## src/hdl/pba_pkg.sv

```systemverilog
// Shared types, codes and helpers of the purgeable block allocator.
`default_nettype none

package pba_pkg;

   // Address and link widths.
   localparam int ADDR_W = 24;
   localparam int LINK_W = 6;
   localparam int OWNER_W = 8;

   typedef logic [ADDR_W-1:0] addr_type;
   typedef logic [LINK_W-1:0] link_type;

   // Link value that marks the end of a chain.
   localparam link_type NIL = 6'd63;

   // Commands.
   localparam logic [2:0] CMD_ALLOC   = 3'd0;
   localparam logic [2:0] CMD_FREE    = 3'd1;
   localparam logic [2:0] CMD_PURGE   = 3'd2;
   localparam logic [2:0] CMD_LOCK    = 3'd3;
   localparam logic [2:0] CMD_COMPACT = 3'd4;

   // Result kinds.
   localparam logic [1:0] KIND_DONE   = 2'd0;
   localparam logic [1:0] KIND_PURGED = 2'd1;
   localparam logic [1:0] KIND_MOVED  = 2'd2;
   localparam logic [1:0] KIND_GRANT  = 2'd3;

   // Status codes.
   localparam logic [2:0] STAT_OK       = 3'd0;
   localparam logic [2:0] STAT_NOMEM    = 3'd1;
   localparam logic [2:0] STAT_NOTFOUND = 3'd2;
   localparam logic [2:0] STAT_NODESC   = 3'd3;
   localparam logic [2:0] STAT_HALTED   = 3'd4;

   // Configuration register indexes.
   localparam logic [1:0] CSR_HEAP_BASE = 2'd0;
   localparam logic [1:0] CSR_HEAP_SIZE = 2'd1;
   localparam logic [1:0] CSR_STOP      = 2'd2;

   // One command item.
   typedef struct packed {
      logic [2:0]         command;
      logic [OWNER_W-1:0] handle;
      addr_type           size;
      logic [1:0]         purge_level;
      logic               lock_flag;
   } req_type;

   // One result item.
   typedef struct packed {
      logic [1:0]         kind;
      logic [OWNER_W-1:0] owner;
      addr_type           address;
      addr_type           source_address;
      addr_type           move_length;
      logic [2:0]         status;
      logic               error_flag;
      logic               last;
   } rsp_type;

   // Block descriptor without its link.
   typedef struct packed {
      addr_type           start;
      addr_type           length;
      logic               locked;
      logic [1:0]         purge;
      logic [OWNER_W-1:0] owner;
   } desc_type;

   // Access to the descriptor and link memories.
   typedef struct packed {
      logic     rd_en;
      link_type rd_addr;
      logic     dwr_en;
      link_type dwr_addr;
      desc_type dwr_data;
      logic     lwr_en;
      link_type lwr_addr;
      link_type lwr_data;
   } mem_req_type;

   // Configuration seen by the sequencer.
   typedef struct packed {
      addr_type base;
      addr_type end_addr;
      logic     stop_on_error;
   } cfg_type;

   // Builds one result item.
   function automatic rsp_type mk_rsp(input logic [1:0] kind,
                                      input logic [OWNER_W-1:0] owner,
                                      input addr_type address,
                                      input addr_type source_address,
                                      input addr_type move_length,
                                      input logic [2:0] status,
                                      input logic error_flag,
                                      input logic last);
      rsp_type r;
      r.kind = kind;
      r.owner = owner;
      r.address = address;
      r.source_address = source_address;
      r.move_length = move_length;
      r.status = status;
      r.error_flag = error_flag;
      r.last = last;
      return r;
   endfunction

endpackage

`default_nettype wire

```

## src/hdl/pba_desc_mem.sv

```systemverilog
// Descriptor and link memories with registered read.
`default_nettype none

module pba_desc_mem #(
   parameter int MAX_BLOCKS = 32
) (
   input  wire logic                 clock,
   input  wire pba_pkg::mem_req_type mreq,
   output pba_pkg::desc_type         rd_desc,
   output pba_pkg::link_type         rd_link
);

   localparam int IDX_W = $clog2(MAX_BLOCKS);

   pba_pkg::desc_type desc_mem [MAX_BLOCKS];
   pba_pkg::link_type link_mem [MAX_BLOCKS];
   pba_pkg::desc_type rd_desc_ff;
   pba_pkg::link_type rd_link_ff;

   // Writes.
   always_ff @(posedge clock) begin
      if (mreq.dwr_en) begin
         desc_mem[mreq.dwr_addr[IDX_W-1:0]] <= mreq.dwr_data;
      end
      if (mreq.lwr_en) begin
         link_mem[mreq.lwr_addr[IDX_W-1:0]] <= mreq.lwr_data;
      end
   end

   // Registered read; a write to the same entry in the same cycle is forwarded.
   always_ff @(posedge clock) begin
      if (mreq.rd_en) begin
         if (mreq.dwr_en && mreq.dwr_addr == mreq.rd_addr) begin
            rd_desc_ff <= mreq.dwr_data;
         end else begin
            rd_desc_ff <= desc_mem[mreq.rd_addr[IDX_W-1:0]];
         end
         if (mreq.lwr_en && mreq.lwr_addr == mreq.rd_addr) begin
            rd_link_ff <= mreq.lwr_data;
         end else begin
            rd_link_ff <= link_mem[mreq.rd_addr[IDX_W-1:0]];
         end
      end
   end

   assign rd_desc = rd_desc_ff;
   assign rd_link = rd_link_ff;

endmodule

`default_nettype wire

```

## src/hdl/pba_seq.sv

```systemverilog
// Command sequencer that walks the descriptor list in memory.
`default_nettype none

module pba_seq #(
   parameter int MAX_BLOCKS = 32
) (
   input  wire logic                 clock,
   input  wire logic                 reset,
   input  wire logic                 start,
   input  wire pba_pkg::req_type     req,
   output logic                      busy,
   input  wire pba_pkg::cfg_type     cfg,
   input  wire logic                 reinit,
   output pba_pkg::mem_req_type      mreq,
   input  wire pba_pkg::desc_type    rd_desc,
   input  wire pba_pkg::link_type    rd_link,
   output logic                      emit_valid,
   output pba_pkg::rsp_type          emit
);

   localparam pba_pkg::link_type MAXB = pba_pkg::link_type'(MAX_BLOCKS);
   localparam pba_pkg::link_type LAST_IDX = pba_pkg::link_type'(MAX_BLOCKS - 1);
   localparam pba_pkg::link_type HEAD = 6'd0;
   localparam pba_pkg::link_type HIGH = 6'd1;
   localparam pba_pkg::link_type FIRST_FREE = 6'd2;

   localparam logic [1:0] PASS_ROVER   = 2'd0;
   localparam logic [1:0] PASS_HEAD    = 2'd1;
   localparam logic [1:0] PASS_COMPACT = 2'd2;

   localparam logic [5:0] S_IDLE    = 6'd0;
   localparam logic [5:0] S_INIT    = 6'd1;
   localparam logic [5:0] S_HALT    = 6'd2;
   localparam logic [5:0] S_BADH    = 6'd3;
   localparam logic [5:0] S_DONE0   = 6'd4;
   localparam logic [5:0] S_NF      = 6'd5;
   localparam logic [5:0] S_NODESC  = 6'd6;
   localparam logic [5:0] C_RD      = 6'd7;
   localparam logic [5:0] C_PROC    = 6'd8;
   localparam logic [5:0] C_UNLINK  = 6'd9;
   localparam logic [5:0] Q_RD0     = 6'd10;
   localparam logic [5:0] Q_HEAD    = 6'd11;
   localparam logic [5:0] Q_RD      = 6'd12;
   localparam logic [5:0] Q_PROC    = 6'd13;
   localparam logic [5:0] A_TAKE    = 6'd14;
   localparam logic [5:0] A_TAKE2   = 6'd15;
   localparam logic [5:0] A_PASS    = 6'd16;
   localparam logic [5:0] A_LS      = 6'd17;
   localparam logic [5:0] A_RD      = 6'd18;
   localparam logic [5:0] A_PROC    = 6'd19;
   localparam logic [5:0] P_CHK     = 6'd20;
   localparam logic [5:0] P_PROC    = 6'd21;
   localparam logic [5:0] A_INS     = 6'd22;
   localparam logic [5:0] A_INS2    = 6'd23;
   localparam logic [5:0] A_FAIL    = 6'd24;
   localparam logic [5:0] A_FEMIT   = 6'd25;
   localparam logic [5:0] F_RD0     = 6'd26;
   localparam logic [5:0] F_HEAD    = 6'd27;
   localparam logic [5:0] F_RD      = 6'd28;
   localparam logic [5:0] F_PROC    = 6'd29;
   localparam logic [5:0] F_ROV     = 6'd30;
   localparam logic [5:0] F_ROV2    = 6'd31;
   localparam logic [5:0] F_REL     = 6'd32;
   localparam logic [5:0] T_RD      = 6'd33;
   localparam logic [5:0] T_PROC    = 6'd34;

   logic [5:0]           state_ff, state_in;
   pba_pkg::req_type     cmd_ff, cmd_in;
   pba_pkg::link_type    cnt_ff, cnt_in;
   pba_pkg::link_type    scan_ff, scan_in;
   pba_pkg::link_type    last_ff, last_in;
   pba_pkg::link_type    lastscan_ff, lastscan_in;
   pba_pkg::link_type    lsl_ff, lsl_in;
   pba_pkg::link_type    p_ff, p_in;
   pba_pkg::link_type    nx_ff, nx_in;
   pba_pkg::link_type    nw_ff, nw_in;
   pba_pkg::link_type    endscan_ff, endscan_in;
   pba_pkg::addr_type    startseg_ff, startseg_in;
   pba_pkg::addr_type    dest_ff, dest_in;
   logic [1:0]           pass_ff, pass_in;
   pba_pkg::link_type    free_head_ff, free_head_in;
   pba_pkg::link_type    rover_ff, rover_in;
   logic                 sticky_ff, sticky_in;
   logic                 halted_ff, halted_in;

   pba_pkg::addr_type    d_end;
   pba_pkg::addr_type    gap;
   pba_pkg::link_type    ncur;
   pba_pkg::desc_type    upd;
   logic [1:0]           pass_sel;

   function automatic logic is_valid(input pba_pkg::link_type i);
      return i < MAXB;
   endfunction

   // End of the block just read, and the gap in front of it.
   assign d_end = rd_desc.start + rd_desc.length;
   assign gap = rd_desc.start - startseg_ff;
   assign ncur = is_valid(rd_link) ? rd_link : HEAD;
   assign pass_sel = (pass_ff == PASS_HEAD && rover_ff == HEAD) ? PASS_COMPACT : pass_ff;
   assign busy = state_ff != S_IDLE;

   // Sequencer.
   always_comb begin
      state_in = state_ff;
      cmd_in = cmd_ff;
      cnt_in = cnt_ff;
      scan_in = scan_ff;
      last_in = last_ff;
      lastscan_in = lastscan_ff;
      lsl_in = lsl_ff;
      p_in = p_ff;
      nx_in = nx_ff;
      nw_in = nw_ff;
      endscan_in = endscan_ff;
      startseg_in = startseg_ff;
      dest_in = dest_ff;
      pass_in = pass_ff;
      free_head_in = free_head_ff;
      rover_in = rover_ff;
      sticky_in = sticky_ff;
      halted_in = halted_ff;
      mreq = '0;
      emit_valid = 1'b0;
      emit = '0;
      upd = rd_desc;
      case (state_ff)
         S_IDLE: begin
            if (start) begin
               cmd_in = req;
               if (halted_ff) begin
                  state_in = S_HALT;
               end else if (req.command <= pba_pkg::CMD_LOCK && req.handle == '0) begin
                  state_in = S_BADH;
               end else begin
                  case (req.command)
                     pba_pkg::CMD_ALLOC: begin
                        state_in = is_valid(free_head_ff) ? A_TAKE : Q_RD0;
                     end
                     pba_pkg::CMD_FREE: state_in = F_RD0;
                     pba_pkg::CMD_PURGE, pba_pkg::CMD_LOCK: begin
                        scan_in = rover_ff;
                        state_in = T_RD;
                     end
                     pba_pkg::CMD_COMPACT: begin
                        scan_in = HEAD;
                        last_in = pba_pkg::NIL;
                        dest_in = '0;
                        state_in = C_RD;
                     end
                     default: state_in = S_DONE0;
                  endcase
               end
            end
         end
         S_INIT: begin
            mreq.dwr_en = 1'b1;
            mreq.dwr_addr = cnt_ff;
            mreq.lwr_en = 1'b1;
            mreq.lwr_addr = cnt_ff;
            if (cnt_ff == HEAD) begin
               mreq.dwr_data = '{start: cfg.base, length: '0, locked: 1'b1,
                                 purge: 2'd0, owner: '0};
               mreq.lwr_data = HIGH;
            end else if (cnt_ff == HIGH) begin
               mreq.dwr_data = '{start: cfg.end_addr, length: '0, locked: 1'b1,
                                 purge: 2'd0, owner: '0};
               mreq.lwr_data = pba_pkg::NIL;
            end else begin
               mreq.dwr_data = '0;
               mreq.lwr_data = (cnt_ff == LAST_IDX) ? pba_pkg::NIL : cnt_ff + 6'd1;
            end
            if (cnt_ff == LAST_IDX) begin
               free_head_in = FIRST_FREE;
               rover_in = HEAD;
               state_in = S_IDLE;
            end else begin
               cnt_in = cnt_ff + 6'd1;
            end
         end
         S_HALT: begin
            emit_valid = 1'b1;
            emit = pba_pkg::mk_rsp(pba_pkg::KIND_DONE,
                                   (cmd_ff.command <= pba_pkg::CMD_LOCK) ? cmd_ff.handle : '0,
                                   '0, '0, '0, pba_pkg::STAT_HALTED, sticky_ff, 1'b1);
            state_in = S_IDLE;
         end
         S_BADH: begin
            emit_valid = 1'b1;
            emit = pba_pkg::mk_rsp(pba_pkg::KIND_DONE, '0, '0, '0, '0,
                                   pba_pkg::STAT_NOTFOUND, sticky_ff, 1'b1);
            state_in = S_IDLE;
         end
         S_DONE0: begin
            emit_valid = 1'b1;
            emit = pba_pkg::mk_rsp(pba_pkg::KIND_DONE, '0, '0, '0, '0,
                                   pba_pkg::STAT_OK, sticky_ff, 1'b1);
            state_in = S_IDLE;
         end
         S_NF: begin
            emit_valid = 1'b1;
            emit = pba_pkg::mk_rsp(pba_pkg::KIND_DONE, cmd_ff.handle, '0, '0, '0,
                                   pba_pkg::STAT_NOTFOUND, sticky_ff, 1'b1);
            state_in = S_IDLE;
         end
         S_NODESC: begin
            emit_valid = 1'b1;
            emit = pba_pkg::mk_rsp(pba_pkg::KIND_DONE, cmd_ff.handle, '0, '0, '0,
                                   pba_pkg::STAT_NODESC, sticky_ff, 1'b1);
            state_in = S_IDLE;
         end
         // Compaction walk.
         C_RD: begin
            if (is_valid(scan_ff)) begin
               mreq.rd_en = 1'b1;
               mreq.rd_addr = scan_ff;
               state_in = C_PROC;
            end else begin
               rover_in = HEAD;
               if (cmd_ff.command == pba_pkg::CMD_ALLOC) begin
                  lastscan_in = HEAD;
                  endscan_in = pba_pkg::NIL;
                  mreq.rd_en = 1'b1;
                  mreq.rd_addr = HEAD;
                  state_in = A_LS;
               end else begin
                  state_in = S_DONE0;
               end
            end
         end
         C_PROC: begin
            if (rd_desc.locked) begin
               dest_in = d_end;
               last_in = scan_ff;
               scan_in = rd_link;
               state_in = C_RD;
            end else if (rd_desc.purge != 2'd0) begin
               emit_valid = 1'b1;
               emit = pba_pkg::mk_rsp(pba_pkg::KIND_PURGED, rd_desc.owner, '0, '0, '0,
                                      pba_pkg::STAT_OK, sticky_ff, 1'b0);
               mreq.lwr_en = 1'b1;
               mreq.lwr_addr = scan_ff;
               mreq.lwr_data = free_head_ff;
               free_head_in = scan_ff;
               nx_in = rd_link;
               state_in = C_UNLINK;
            end else begin
               if (rd_desc.start != dest_ff) begin
                  emit_valid = 1'b1;
                  emit = pba_pkg::mk_rsp(pba_pkg::KIND_MOVED, rd_desc.owner, dest_ff,
                                         rd_desc.start, rd_desc.length,
                                         pba_pkg::STAT_OK, sticky_ff, 1'b0);
                  upd.start = dest_ff;
                  mreq.dwr_en = 1'b1;
                  mreq.dwr_addr = scan_ff;
                  mreq.dwr_data = upd;
               end
               dest_in = dest_ff + rd_desc.length;
               last_in = scan_ff;
               scan_in = rd_link;
               state_in = C_RD;
            end
         end
         C_UNLINK: begin
            mreq.lwr_en = 1'b1;
            mreq.lwr_addr = last_ff;
            mreq.lwr_data = nx_ff;
            scan_in = nx_ff;
            state_in = C_RD;
         end
         // No free descriptor: purge the first purgeable block after the head.
         Q_RD0: begin
            mreq.rd_en = 1'b1;
            mreq.rd_addr = HEAD;
            state_in = Q_HEAD;
         end
         Q_HEAD: begin
            scan_in = rd_link;
            last_in = HEAD;
            state_in = Q_RD;
         end
         Q_RD: begin
            if (is_valid(scan_ff)) begin
               mreq.rd_en = 1'b1;
               mreq.rd_addr = scan_ff;
               state_in = Q_PROC;
            end else begin
               state_in = S_NODESC;
            end
         end
         Q_PROC: begin
            if (!rd_desc.locked && rd_desc.purge != 2'd0) begin
               if (rover_ff == scan_ff) begin
                  rover_in = HEAD;
               end
               mreq.lwr_en = 1'b1;
               mreq.lwr_addr = last_ff;
               mreq.lwr_data = rd_link;
               emit_valid = 1'b1;
               emit = pba_pkg::mk_rsp(pba_pkg::KIND_PURGED, rd_desc.owner, '0, '0, '0,
                                      pba_pkg::STAT_OK, sticky_ff, 1'b0);
               // The released entry is taken straight back as the new descriptor.
               nw_in = scan_ff;
               pass_in = PASS_ROVER;
               state_in = A_PASS;
            end else begin
               last_in = scan_ff;
               scan_in = rd_link;
               state_in = Q_RD;
            end
         end
         // Take a descriptor from the free list.
         A_TAKE: begin
            mreq.rd_en = 1'b1;
            mreq.rd_addr = free_head_ff;
            state_in = A_TAKE2;
         end
         A_TAKE2: begin
            nw_in = free_head_ff;
            free_head_in = rd_link;
            pass_in = PASS_ROVER;
            state_in = A_PASS;
         end
         // Start of a search pass.
         A_PASS: begin
            pass_in = pass_sel;
            if (pass_sel == PASS_COMPACT) begin
               scan_in = HEAD;
               last_in = pba_pkg::NIL;
               dest_in = '0;
               state_in = C_RD;
            end else begin
               lastscan_in = (pass_sel == PASS_ROVER) ? rover_ff : HEAD;
               endscan_in = (pass_sel == PASS_ROVER) ? pba_pkg::NIL : rover_ff;
               mreq.rd_en = 1'b1;
               mreq.rd_addr = (pass_sel == PASS_ROVER) ? rover_ff : HEAD;
               state_in = A_LS;
            end
         end
         A_LS: begin
            startseg_in = d_end;
            scan_in = rd_link;
            lsl_in = rd_link;
            state_in = A_RD;
         end
         A_RD: begin
            if (scan_ff != endscan_ff && is_valid(scan_ff)) begin
               mreq.rd_en = 1'b1;
               mreq.rd_addr = scan_ff;
               state_in = A_PROC;
            end else if (pass_ff == PASS_COMPACT) begin
               state_in = A_FAIL;
            end else begin
               pass_in = pass_ff + 2'd1;
               state_in = A_PASS;
            end
         end
         A_PROC: begin
            if (gap >= cmd_ff.size) begin
               p_in = lsl_ff;
               state_in = P_CHK;
            end else begin
               if (rd_desc.locked || rd_desc.purge == 2'd0) begin
                  lastscan_in = scan_ff;
                  startseg_in = d_end;
                  lsl_in = rd_link;
               end
               scan_in = rd_link;
               state_in = A_RD;
            end
         end
         // Purge the blocks skipped inside the chosen gap.
         P_CHK: begin
            if (p_ff != scan_ff && is_valid(p_ff)) begin
               mreq.rd_en = 1'b1;
               mreq.rd_addr = p_ff;
               state_in = P_PROC;
            end else begin
               state_in = A_INS;
            end
         end
         P_PROC: begin
            emit_valid = 1'b1;
            emit = pba_pkg::mk_rsp(pba_pkg::KIND_PURGED, rd_desc.owner, '0, '0, '0,
                                   pba_pkg::STAT_OK, sticky_ff, 1'b0);
            mreq.lwr_en = 1'b1;
            mreq.lwr_addr = p_ff;
            mreq.lwr_data = free_head_ff;
            free_head_in = p_ff;
            p_in = rd_link;
            state_in = P_CHK;
         end
         // Link the new block in and grant it.
         A_INS: begin
            mreq.lwr_en = 1'b1;
            mreq.lwr_addr = lastscan_ff;
            mreq.lwr_data = nw_ff;
            mreq.dwr_en = 1'b1;
            mreq.dwr_addr = nw_ff;
            mreq.dwr_data = '{start: startseg_ff, length: cmd_ff.size, locked: 1'b0,
                              purge: 2'd0, owner: cmd_ff.handle};
            state_in = A_INS2;
         end
         A_INS2: begin
            mreq.lwr_en = 1'b1;
            mreq.lwr_addr = nw_ff;
            mreq.lwr_data = scan_ff;
            rover_in = nw_ff;
            emit_valid = 1'b1;
            emit = pba_pkg::mk_rsp(pba_pkg::KIND_GRANT, cmd_ff.handle, startseg_ff, '0, '0,
                                   pba_pkg::STAT_OK, sticky_ff, 1'b1);
            state_in = S_IDLE;
         end
         // Out of memory.
         A_FAIL: begin
            mreq.lwr_en = 1'b1;
            mreq.lwr_addr = nw_ff;
            mreq.lwr_data = free_head_ff;
            free_head_in = nw_ff;
            if (cfg.stop_on_error) begin
               halted_in = 1'b1;
            end else begin
               sticky_in = 1'b1;
            end
            state_in = A_FEMIT;
         end
         A_FEMIT: begin
            emit_valid = 1'b1;
            emit = pba_pkg::mk_rsp(pba_pkg::KIND_DONE, cmd_ff.handle, '0, '0, '0,
                                   pba_pkg::STAT_NOMEM, sticky_ff, 1'b1);
            state_in = S_IDLE;
         end
         // Free: first match in address order.
         F_RD0: begin
            mreq.rd_en = 1'b1;
            mreq.rd_addr = HEAD;
            state_in = F_HEAD;
         end
         F_HEAD: begin
            scan_in = rd_link;
            last_in = HEAD;
            state_in = F_RD;
         end
         F_RD: begin
            if (is_valid(scan_ff)) begin
               mreq.rd_en = 1'b1;
               mreq.rd_addr = scan_ff;
               state_in = F_PROC;
            end else begin
               state_in = S_NF;
            end
         end
         F_PROC: begin
            if (rd_desc.owner == cmd_ff.handle) begin
               nx_in = rd_link;
               state_in = F_ROV;
            end else begin
               last_in = scan_ff;
               scan_in = rd_link;
               state_in = F_RD;
            end
         end
         F_ROV: begin
            mreq.rd_en = 1'b1;
            mreq.rd_addr = rover_ff;
            state_in = F_ROV2;
         end
         F_ROV2: begin
            if (rd_desc.owner == cmd_ff.handle) begin
               rover_in = HEAD;
            end
            mreq.lwr_en = 1'b1;
            mreq.lwr_addr = last_ff;
            mreq.lwr_data = nx_ff;
            state_in = F_REL;
         end
         F_REL: begin
            mreq.lwr_en = 1'b1;
            mreq.lwr_addr = scan_ff;
            mreq.lwr_data = free_head_ff;
            free_head_in = scan_ff;
            emit_valid = 1'b1;
            emit = pba_pkg::mk_rsp(pba_pkg::KIND_DONE, cmd_ff.handle, '0, '0, '0,
                                   pba_pkg::STAT_OK, sticky_ff, 1'b1);
            state_in = S_IDLE;
         end
         // Set purge level or lock: circular search from the rover.
         T_RD: begin
            mreq.rd_en = 1'b1;
            mreq.rd_addr = scan_ff;
            state_in = T_PROC;
         end
         T_PROC: begin
            if (rd_desc.owner == cmd_ff.handle) begin
               rover_in = scan_ff;
               if (cmd_ff.command == pba_pkg::CMD_PURGE) begin
                  upd.purge = cmd_ff.purge_level;
               end else begin
                  upd.locked = cmd_ff.lock_flag;
               end
               mreq.dwr_en = 1'b1;
               mreq.dwr_addr = scan_ff;
               mreq.dwr_data = upd;
               emit_valid = 1'b1;
               emit = pba_pkg::mk_rsp(pba_pkg::KIND_DONE, cmd_ff.handle, '0, '0, '0,
                                      pba_pkg::STAT_OK, sticky_ff, 1'b1);
               state_in = S_IDLE;
            end else if (ncur == rover_ff) begin
               state_in = S_NF;
            end else begin
               scan_in = ncur;
               state_in = T_RD;
            end
         end
         default: state_in = S_IDLE;
      endcase
      // A heap base write rebuilds the table.
      if (reinit) begin
         state_in = S_INIT;
         cnt_in = HEAD;
      end
   end

   // Control registers.
   always_ff @(posedge clock) begin
      if (reset) begin
         state_ff <= S_INIT;
         cnt_ff <= HEAD;
         free_head_ff <= FIRST_FREE;
         rover_ff <= HEAD;
         sticky_ff <= 1'b0;
         halted_ff <= 1'b0;
      end else begin
         state_ff <= state_in;
         cnt_ff <= cnt_in;
         free_head_ff <= free_head_in;
         rover_ff <= rover_in;
         sticky_ff <= sticky_in;
         halted_ff <= halted_in;
      end
   end

   // Walk registers.
   always_ff @(posedge clock) begin
      cmd_ff <= cmd_in;
      scan_ff <= scan_in;
      last_ff <= last_in;
      lastscan_ff <= lastscan_in;
      lsl_ff <= lsl_in;
      p_ff <= p_in;
      nx_ff <= nx_in;
      nw_ff <= nw_in;
      endscan_ff <= endscan_in;
      startseg_ff <= startseg_in;
      dest_ff <= dest_in;
      pass_ff <= pass_in;
   end

endmodule

`default_nettype wire

```

## src/hdl/purgeable_block_allocator.sv

```systemverilog
// Top level of the purgeable block allocator: configuration, sequencer and memory.
`default_nettype none

// Next-fit heap manager over a linked table of MAX_BLOCKS descriptors held
// in a memory with registered read. A command is taken when start is high and
// busy is low; its results follow one per strobe on rsp_valid, the final one
// with last set, and must be taken as they appear. Every descriptor visited
// is read and then acted on once its data is back, and a block purged during
// compaction is then unlinked in a state of its own. Free and lock or purge
// changes walk the list once. An alloc may walk the list once for a spare
// descriptor, once across its first two search passes, once to compact and
// once more for the last pass. After reset and after every heap_base write
// the table of MAX_BLOCKS entries is rebuilt one entry a cycle, with busy
// high.
module purgeable_block_allocator #(
   parameter int MAX_BLOCKS = 32
) (
   input  wire logic             clock,
   input  wire logic             reset,
   input  wire logic             start,
   output logic                  busy,
   input  wire pba_pkg::req_type req,
   output logic                  rsp_valid,
   output pba_pkg::rsp_type      rsp,
   input  wire logic             csr_valid,
   output logic                  csr_ready,
   input  wire logic [1:0]       csr_index,
   input  wire logic [23:0]      csr_data
);

   pba_pkg::addr_type    heap_base_ff, heap_base_in;
   pba_pkg::addr_type    heap_size_ff, heap_size_in;
   pba_pkg::addr_type    init_end_ff, init_end_in;
   logic                 stop_ff, stop_in;
   logic                 rsp_valid_ff;
   pba_pkg::rsp_type     rsp_ff;
   logic                 csr_wr;
   logic                 reinit;
   pba_pkg::cfg_type     cfg;
   pba_pkg::mem_req_type mreq;
   pba_pkg::desc_type    rd_desc;
   pba_pkg::link_type    rd_link;
   logic                 emit_valid;
   pba_pkg::rsp_type     emit;

   assign csr_ready = 1'b1;
   assign csr_wr = csr_valid && csr_ready;
   assign reinit = csr_wr && csr_index == pba_pkg::CSR_HEAP_BASE;

   // Register writes; the high sentinel address is fixed when the table is rebuilt.
   always_comb begin
      heap_base_in = heap_base_ff;
      heap_size_in = heap_size_ff;
      init_end_in = init_end_ff;
      stop_in = stop_ff;
      if (csr_wr) begin
         case (csr_index)
            pba_pkg::CSR_HEAP_BASE: begin
               heap_base_in = csr_data;
               init_end_in = csr_data + heap_size_ff;
            end
            pba_pkg::CSR_HEAP_SIZE: heap_size_in = csr_data;
            pba_pkg::CSR_STOP: stop_in = csr_data[0];
            default: ;
         endcase
      end
   end

   always_ff @(posedge clock) begin
      if (reset) begin
         heap_base_ff <= '0;
         heap_size_ff <= 24'd524288;
         init_end_ff <= 24'd524288;
         stop_ff <= 1'b1;
      end else begin
         heap_base_ff <= heap_base_in;
         heap_size_ff <= heap_size_in;
         init_end_ff <= init_end_in;
         stop_ff <= stop_in;
      end
   end

   assign cfg = '{base: heap_base_ff, end_addr: init_end_ff, stop_on_error: stop_ff};

   pba_seq #(.MAX_BLOCKS(MAX_BLOCKS)) u_seq (
      .clock      (clock),
      .reset      (reset),
      .start      (start),
      .req        (req),
      .busy       (busy),
      .cfg        (cfg),
      .reinit     (reinit),
      .mreq       (mreq),
      .rd_desc    (rd_desc),
      .rd_link    (rd_link),
      .emit_valid (emit_valid),
      .emit       (emit)
   );

   pba_desc_mem #(.MAX_BLOCKS(MAX_BLOCKS)) u_mem (
      .clock   (clock),
      .mreq    (mreq),
      .rd_desc (rd_desc),
      .rd_link (rd_link)
   );

   // Result register: each item shows for one cycle.
   always_ff @(posedge clock) begin
      if (reset) begin
         rsp_valid_ff <= 1'b0;
      end else begin
         rsp_valid_ff <= emit_valid;
      end
      rsp_ff <= emit;
   end

   assign rsp_valid = rsp_valid_ff;
   assign rsp = rsp_ff;

endmodule

`default_nettype wire

```

## config.mk

```make
export PLATFORM = sky130hd
export DESIGN_NAME = purgeable_block_allocator
export DESIGN_NICKNAME = d
export VERILOG_FILES = /design/src/hdl/pba_pkg.sv /design/src/hdl/pba_desc_mem.sv /design/src/hdl/pba_seq.sv /design/src/hdl/purgeable_block_allocator.sv
export SDC_FILE = /design/constraint.sdc
export NUM_CORES = 2
export LEC_CHECK = 0
export ABC_AREA = 0
export ABC_CLOCK_PERIOD_IN_PS = 5700
export BUFFER_PORTS_ARGS = -buffer_cell sky130_fd_sc_hd__buf_2
export CELL_PAD_IN_SITES_DETAIL_PLACEMENT = 0
export CELL_PAD_IN_SITES_GLOBAL_PLACEMENT = 1
export CORE_MARGIN = 1.5
export CORE_UTILIZATION = 33
export DETAILED_ROUTE_END_ITERATION = 8
export MAX_ROUTING_LAYER = met4
export PLACE_DENSITY_LB_ADDON = 0.1
export SLEW_MARGIN = 20
export SYNTH_ARGS = -nofsm -noshare
export SYNTH_HDL_FRONTEND = slang
export SYNTH_HIERARCHICAL = 1
export SYNTH_SLANG_ARGS = --single-unit
```

## constraint.sdc

```tcl
create_clock -name clock -period 5.7 [get_ports clock]
set_input_delay 1.14 -clock clock [delete_from_list [all_inputs] [get_ports clock]]
set_output_delay 1.14 -clock clock [all_outputs]
set_load 0.05 [all_outputs]
```

# Word level (Yosys, flattened, before mapping)
# Memory sizes are Yosys's and may differ from the RTL's. A register that Yosys moved wholly into a read port is not among the register bits.
# Index checks and enable logic that the tools add are counted.
[word_totals]
input_bits = 68
word_cells = 324
mem_bits_rw = 2080
ff_bits = 323
out_inout_bits = 90
n_memories = 2
[op_classes]
reduce_logical = 59
n_lt_le_gt_ge = 7
addsub = 6
bitwise_logic = 2
n_eq_ne = 79
mux = 134
[mem_list]
columns = ["memory", "words", "word_bits", "rd", "rd_clocked_by_memory_dff", "write_ports", "line_no", "source"]
rows = [
  ["u_mem.desc_mem", 32, 59, 1, 1, 1, "pba_desc_mem.sv:15", "pba_pkg::desc_type desc_mem [MAX_BLOCKS];"],
  ["u_mem.link_mem", 32, 6, 1, 1, 1, "pba_desc_mem.sv:16", "pba_pkg::link_type link_mem [MAX_BLOCKS];"],
]
[op_table]
columns = ["operator", "count"]
rows = [
  ["$pmux 87 s12", 1],
  ["$mux 6", 58],
  ["$pmux 66 s4", 1],
  ["$mux 87", 3],
  ["$mux 24", 9],
  ["$mux 66", 3],
  ["$pmux 6 s27", 1],
  ["$mux 59", 2],
  ["$pmux 13 s9", 1],
  ["$pmux 6 s6", 3],
  ["$eq 6x5->1 const B", 17],
  ["$mux 86", 1],
  ["$mux 85", 1],
  ["$mux 79", 1],
  ["$add 24x24->24", 3],
  ["$pmux 24 s3", 1],
  ["$pmux 6 s2", 6],
  ["$pmux 7 s9", 1],
  ["$pmux 6 s9", 1],
  ["$eq 6x4->1 const B", 8],
  ["$pmux 24 s2", 1],
  ["$mux 7", 6],
  ["$ne 2x2->1 const B", 14],
  ["$mux 13", 2],
  ["other kinds (55)", 142],
]

# Longest topological paths before layout
[depth]
depth_word = 7
ltp_mapped = 20
depth_no_buf = 20

# Cells and area by module
# Netlist, hierarchy kept.
[modules_own_cells]
columns = ["module", "seq_area_each_um2", "cells_per_inst", "instances", "area_per_inst_um2"]
rows = [
  ["pba_desc_mem", 64411.8, 3743, 1, 82088.7],
  ["pba_seq", 4604.4, 1680, 1, 14571.5],
  ["purgeable_block_allocator", 3223.1, 577, 1, 5540.3],
]

# Least setup slack after synthesis
# OpenSTA, ideal clock, no wires.
[synth_timing]
path_kind = "register -> register"
start = "register u_mem/rd_desc[36] (netlist name)"
end = "memory u_mem/desc_mem[12][0] (netlist name), enable pin"
period_less_slack_ns = 5.847
t_arrival_ns = 5.371
setup_ns = 0.476
path_stages_with_launch = 13
path_slack_ns = -0.147
t_required_ns = 5.224
n_path_buf = 2
cell_sequence = "edfxtp_1 -> xor2_1 -> nor4_1 -> nand4_1 -> o31ai_2 -> nor3_2 -> or2_4 -> buf_6 -> a222oi_1 -> inv_1 -> or3b_2 -> clkbuf_1 -> nor2_1"
[synth_lines]
columns = ["element", "line_no"]
rows = [
  ["end, declared", "pba_desc_mem.sv:15"],
]

==> reports/metrics.yaml <==
outcome: "finished clean"
cp.arrival_ps: 6040
maxCapViolCount: 0
final_cells: 10900
cts_root_buffer: "clkbuf_16"
slew_headroom_pct: 25.2
hold_viol: 0
grt_usage_pct: 23.2
slew_viol_final: 0
gp_congestion: 0.879
antenna_found_initial: 16
ys.flop_type: "edfxtp_1"
worstRegToRegCells: 12
fmax_mhz: 179
synth_area_leaders: "edfxtp_1 67%, mux4_2 9.5%, dfxtp_1 3.7%"
min_period_ps: 5590
synthesis.area_sq_um: 102000
overflow: 0
drtAntennaViolNets: 0
dp_hpwl_microns: 230000
worst_pin_slew_ps: 1120
clock_latency_ps: 910
post_synth_num_cell_types: 101
drive_gt1_share_pct: 23.2
synth_async_sr_flop_share_pct: 0
viasPerCell: 5.50
synth_edf_count: 2281
power.density_nw_per_um2: 324
firstDrtPassIters: 9
cts_tree: "yes"
ys_seq_elements: 2468
wirelength_microns: 358000
fin_crit_sh_pct: 98.0
cts_hold_buf: 0
dp.cells: 10400
cts_buffers: 288
hold_ws_ps: 403
ir_worst_vdd_uv: 203
ys.warnings.count: 6
grt_pass1_wl_microns: 498000
startpoint_type: "flip-flop"
grt_pass1_vias: 60500
grt_max_degree: 92
cts_max_path_buffers: 4
wl_per_cell_microns: 32.9
boundaryPins: 158
start_util_pct: 33.1
synth.most_common_cell: "edfxtp_1"
drt_iter0_markers: 5837
cts_resized: 0
io_buffer_count: 156
drc: 0
cp.required_ps: 6150
area_growth_pct: 17.9
vias: 59900
coreArea_sq_um: 309000
synth_commonest_cells: "2281 x edfxtp_1, 432 x mux4_2, 359 x nand2_1"
hold_depth: 1
yosysTopAreaCellShare_pct: 67.0
fin_skew_ps: 77.8
fin_ws_ps: 114
finalPower_mw: 39.0
synth_cells: 6000
cts_setup_buffers: 0
chipHeight_microns: 560
clock-sinks: 2468
power_leakage_nw: 39.1
yosysTopAreaCell: "edfxtp_1"
die_area_sq_um: 313000
ys_seq_area_share_pct: 70.7
path_clk_slew_ps: 60
critPathMaxFanout: 26
syn_avg_cell_area_sq_um: 17.0
syn_nets: 6194
pre_cts_ws_ps: 297
fin_nets: 6730
crit_type: "flip-flop to flip-flop"
rsz0062_at_grt: "false"
hold_path_class: "primary input to flip-flop"
setup_viol_count_final: 0
num_rows: 204
fp.dieW_microns: 560
end_kind: "flip-flop"
htree_num_levels: 5
## through the flow
step           utilization, %  instance area (sq um)  setup TNS, ps
6_report                 39.1                 121000              0
2_1_floorplan               -                 102000         -71300
3_5_place_dp             36.1                 111000              0
3_3_place_gp             36.1                 111000              0
4_1_cts                  39.0                 121000              0
5_1_grt                  39.1                 121000              0
## sequential cells by signal, summed over array words and instances, names as in the netlist, 24 cells and up
signal             cells
u_mem/desc_mem      1888
u_mem/link_mem       192
rsp                   87
u_mem/rd_desc         59
u_seq/cmd_ff          38
heap_base_ff          24
heap_size_ff          24
init_end_ff           24
u_seq/dest_ff         24
u_seq/startseg_ff     24
## cell families after synthesis
logic type | after synthesis | share of synthesized area, %
DFF | 2468 | 70.7
and+or+nand+nor | 1072 | 5.02
muxes | 672 | 11.9
other | 1 | 0.00367
buffers and inverters | 443 | 2.10
AOI/OAI and AO/OA | 1082 | 7.52
adders and majority gates | 126 | 1.57
xor gates and xnor gates | 136 | 1.17
## path summary, 6_finish.rpt
check,start,endpoint,slack (ps)
setup / recovery,u_seq/state_ff[3],u_mem/rd_desc[58],110
hold / removal,req[6],u_seq/cmd_ff[6],400
setup reg to reg,u_seq/state_ff[3],u_mem/rd_desc[58],110
hold reg to reg,heap_base_ff[17],heap_base_ff[17],460
## critical path, cell delays in order (launching register included)
cell	delay [ps]
dfxtp_1	670
buf_4	300
and2_1	270
nand2_1	160
o21ai_0	770
a22o_1	300
a221o_4	340
buf_12	230
buf_12	280
mux4_2	580
mux4_2	560
nand3_1	130
nand3_1	470
## layer usage
layer,wire [microns],track usage (%)
met5,0,-
met4,8250,5.13
met3,17800,3.15
met2,171000,36.9
met1,162000,31.8
## cell usage in the layout, fill, tap and decap left out, types with 70 or more instances in the layout
cell,n
xnor2_1,70
nand2_1,357
o221ai_1,77
nor2_1,220
o22ai_1,79
ha_1,122
a22o_1,74
dfxtp_1,187
buf_12,107
inv_1,96
buf_2,155
a21oi_1,234
a22oi_1,117
mux4_2,432
clkbuf_16,297
nand3_1,81
mux2i_1,198
o21ai_0,103
buf_4,326
edfxtp_1,2281
## area by class of cell
type / count / area [sq um]
Inverter: 101 / 380
Multi-Input combinational cell: 3089 / 28300
Tap cell: 4120 / 5150
Clock inverter: 161 / 1430
Clock buffer: 347 / 7640
Antenna cell: 7 / 17.5
Timing Repair Buffer: 588 / 5370
Fill cell: 28300 / 188000
Sequential cell: 2468 / 72200
## power breakdown
part / internal, mW / total (mW) / switching (mW)
registers: 19.9 / 19.9 / 0.0542
logic: 0.360 / 1.19 / 0.829
clock network: 10.3 / 17.9 / 7.59
Power figures use the tool's default switching activity.
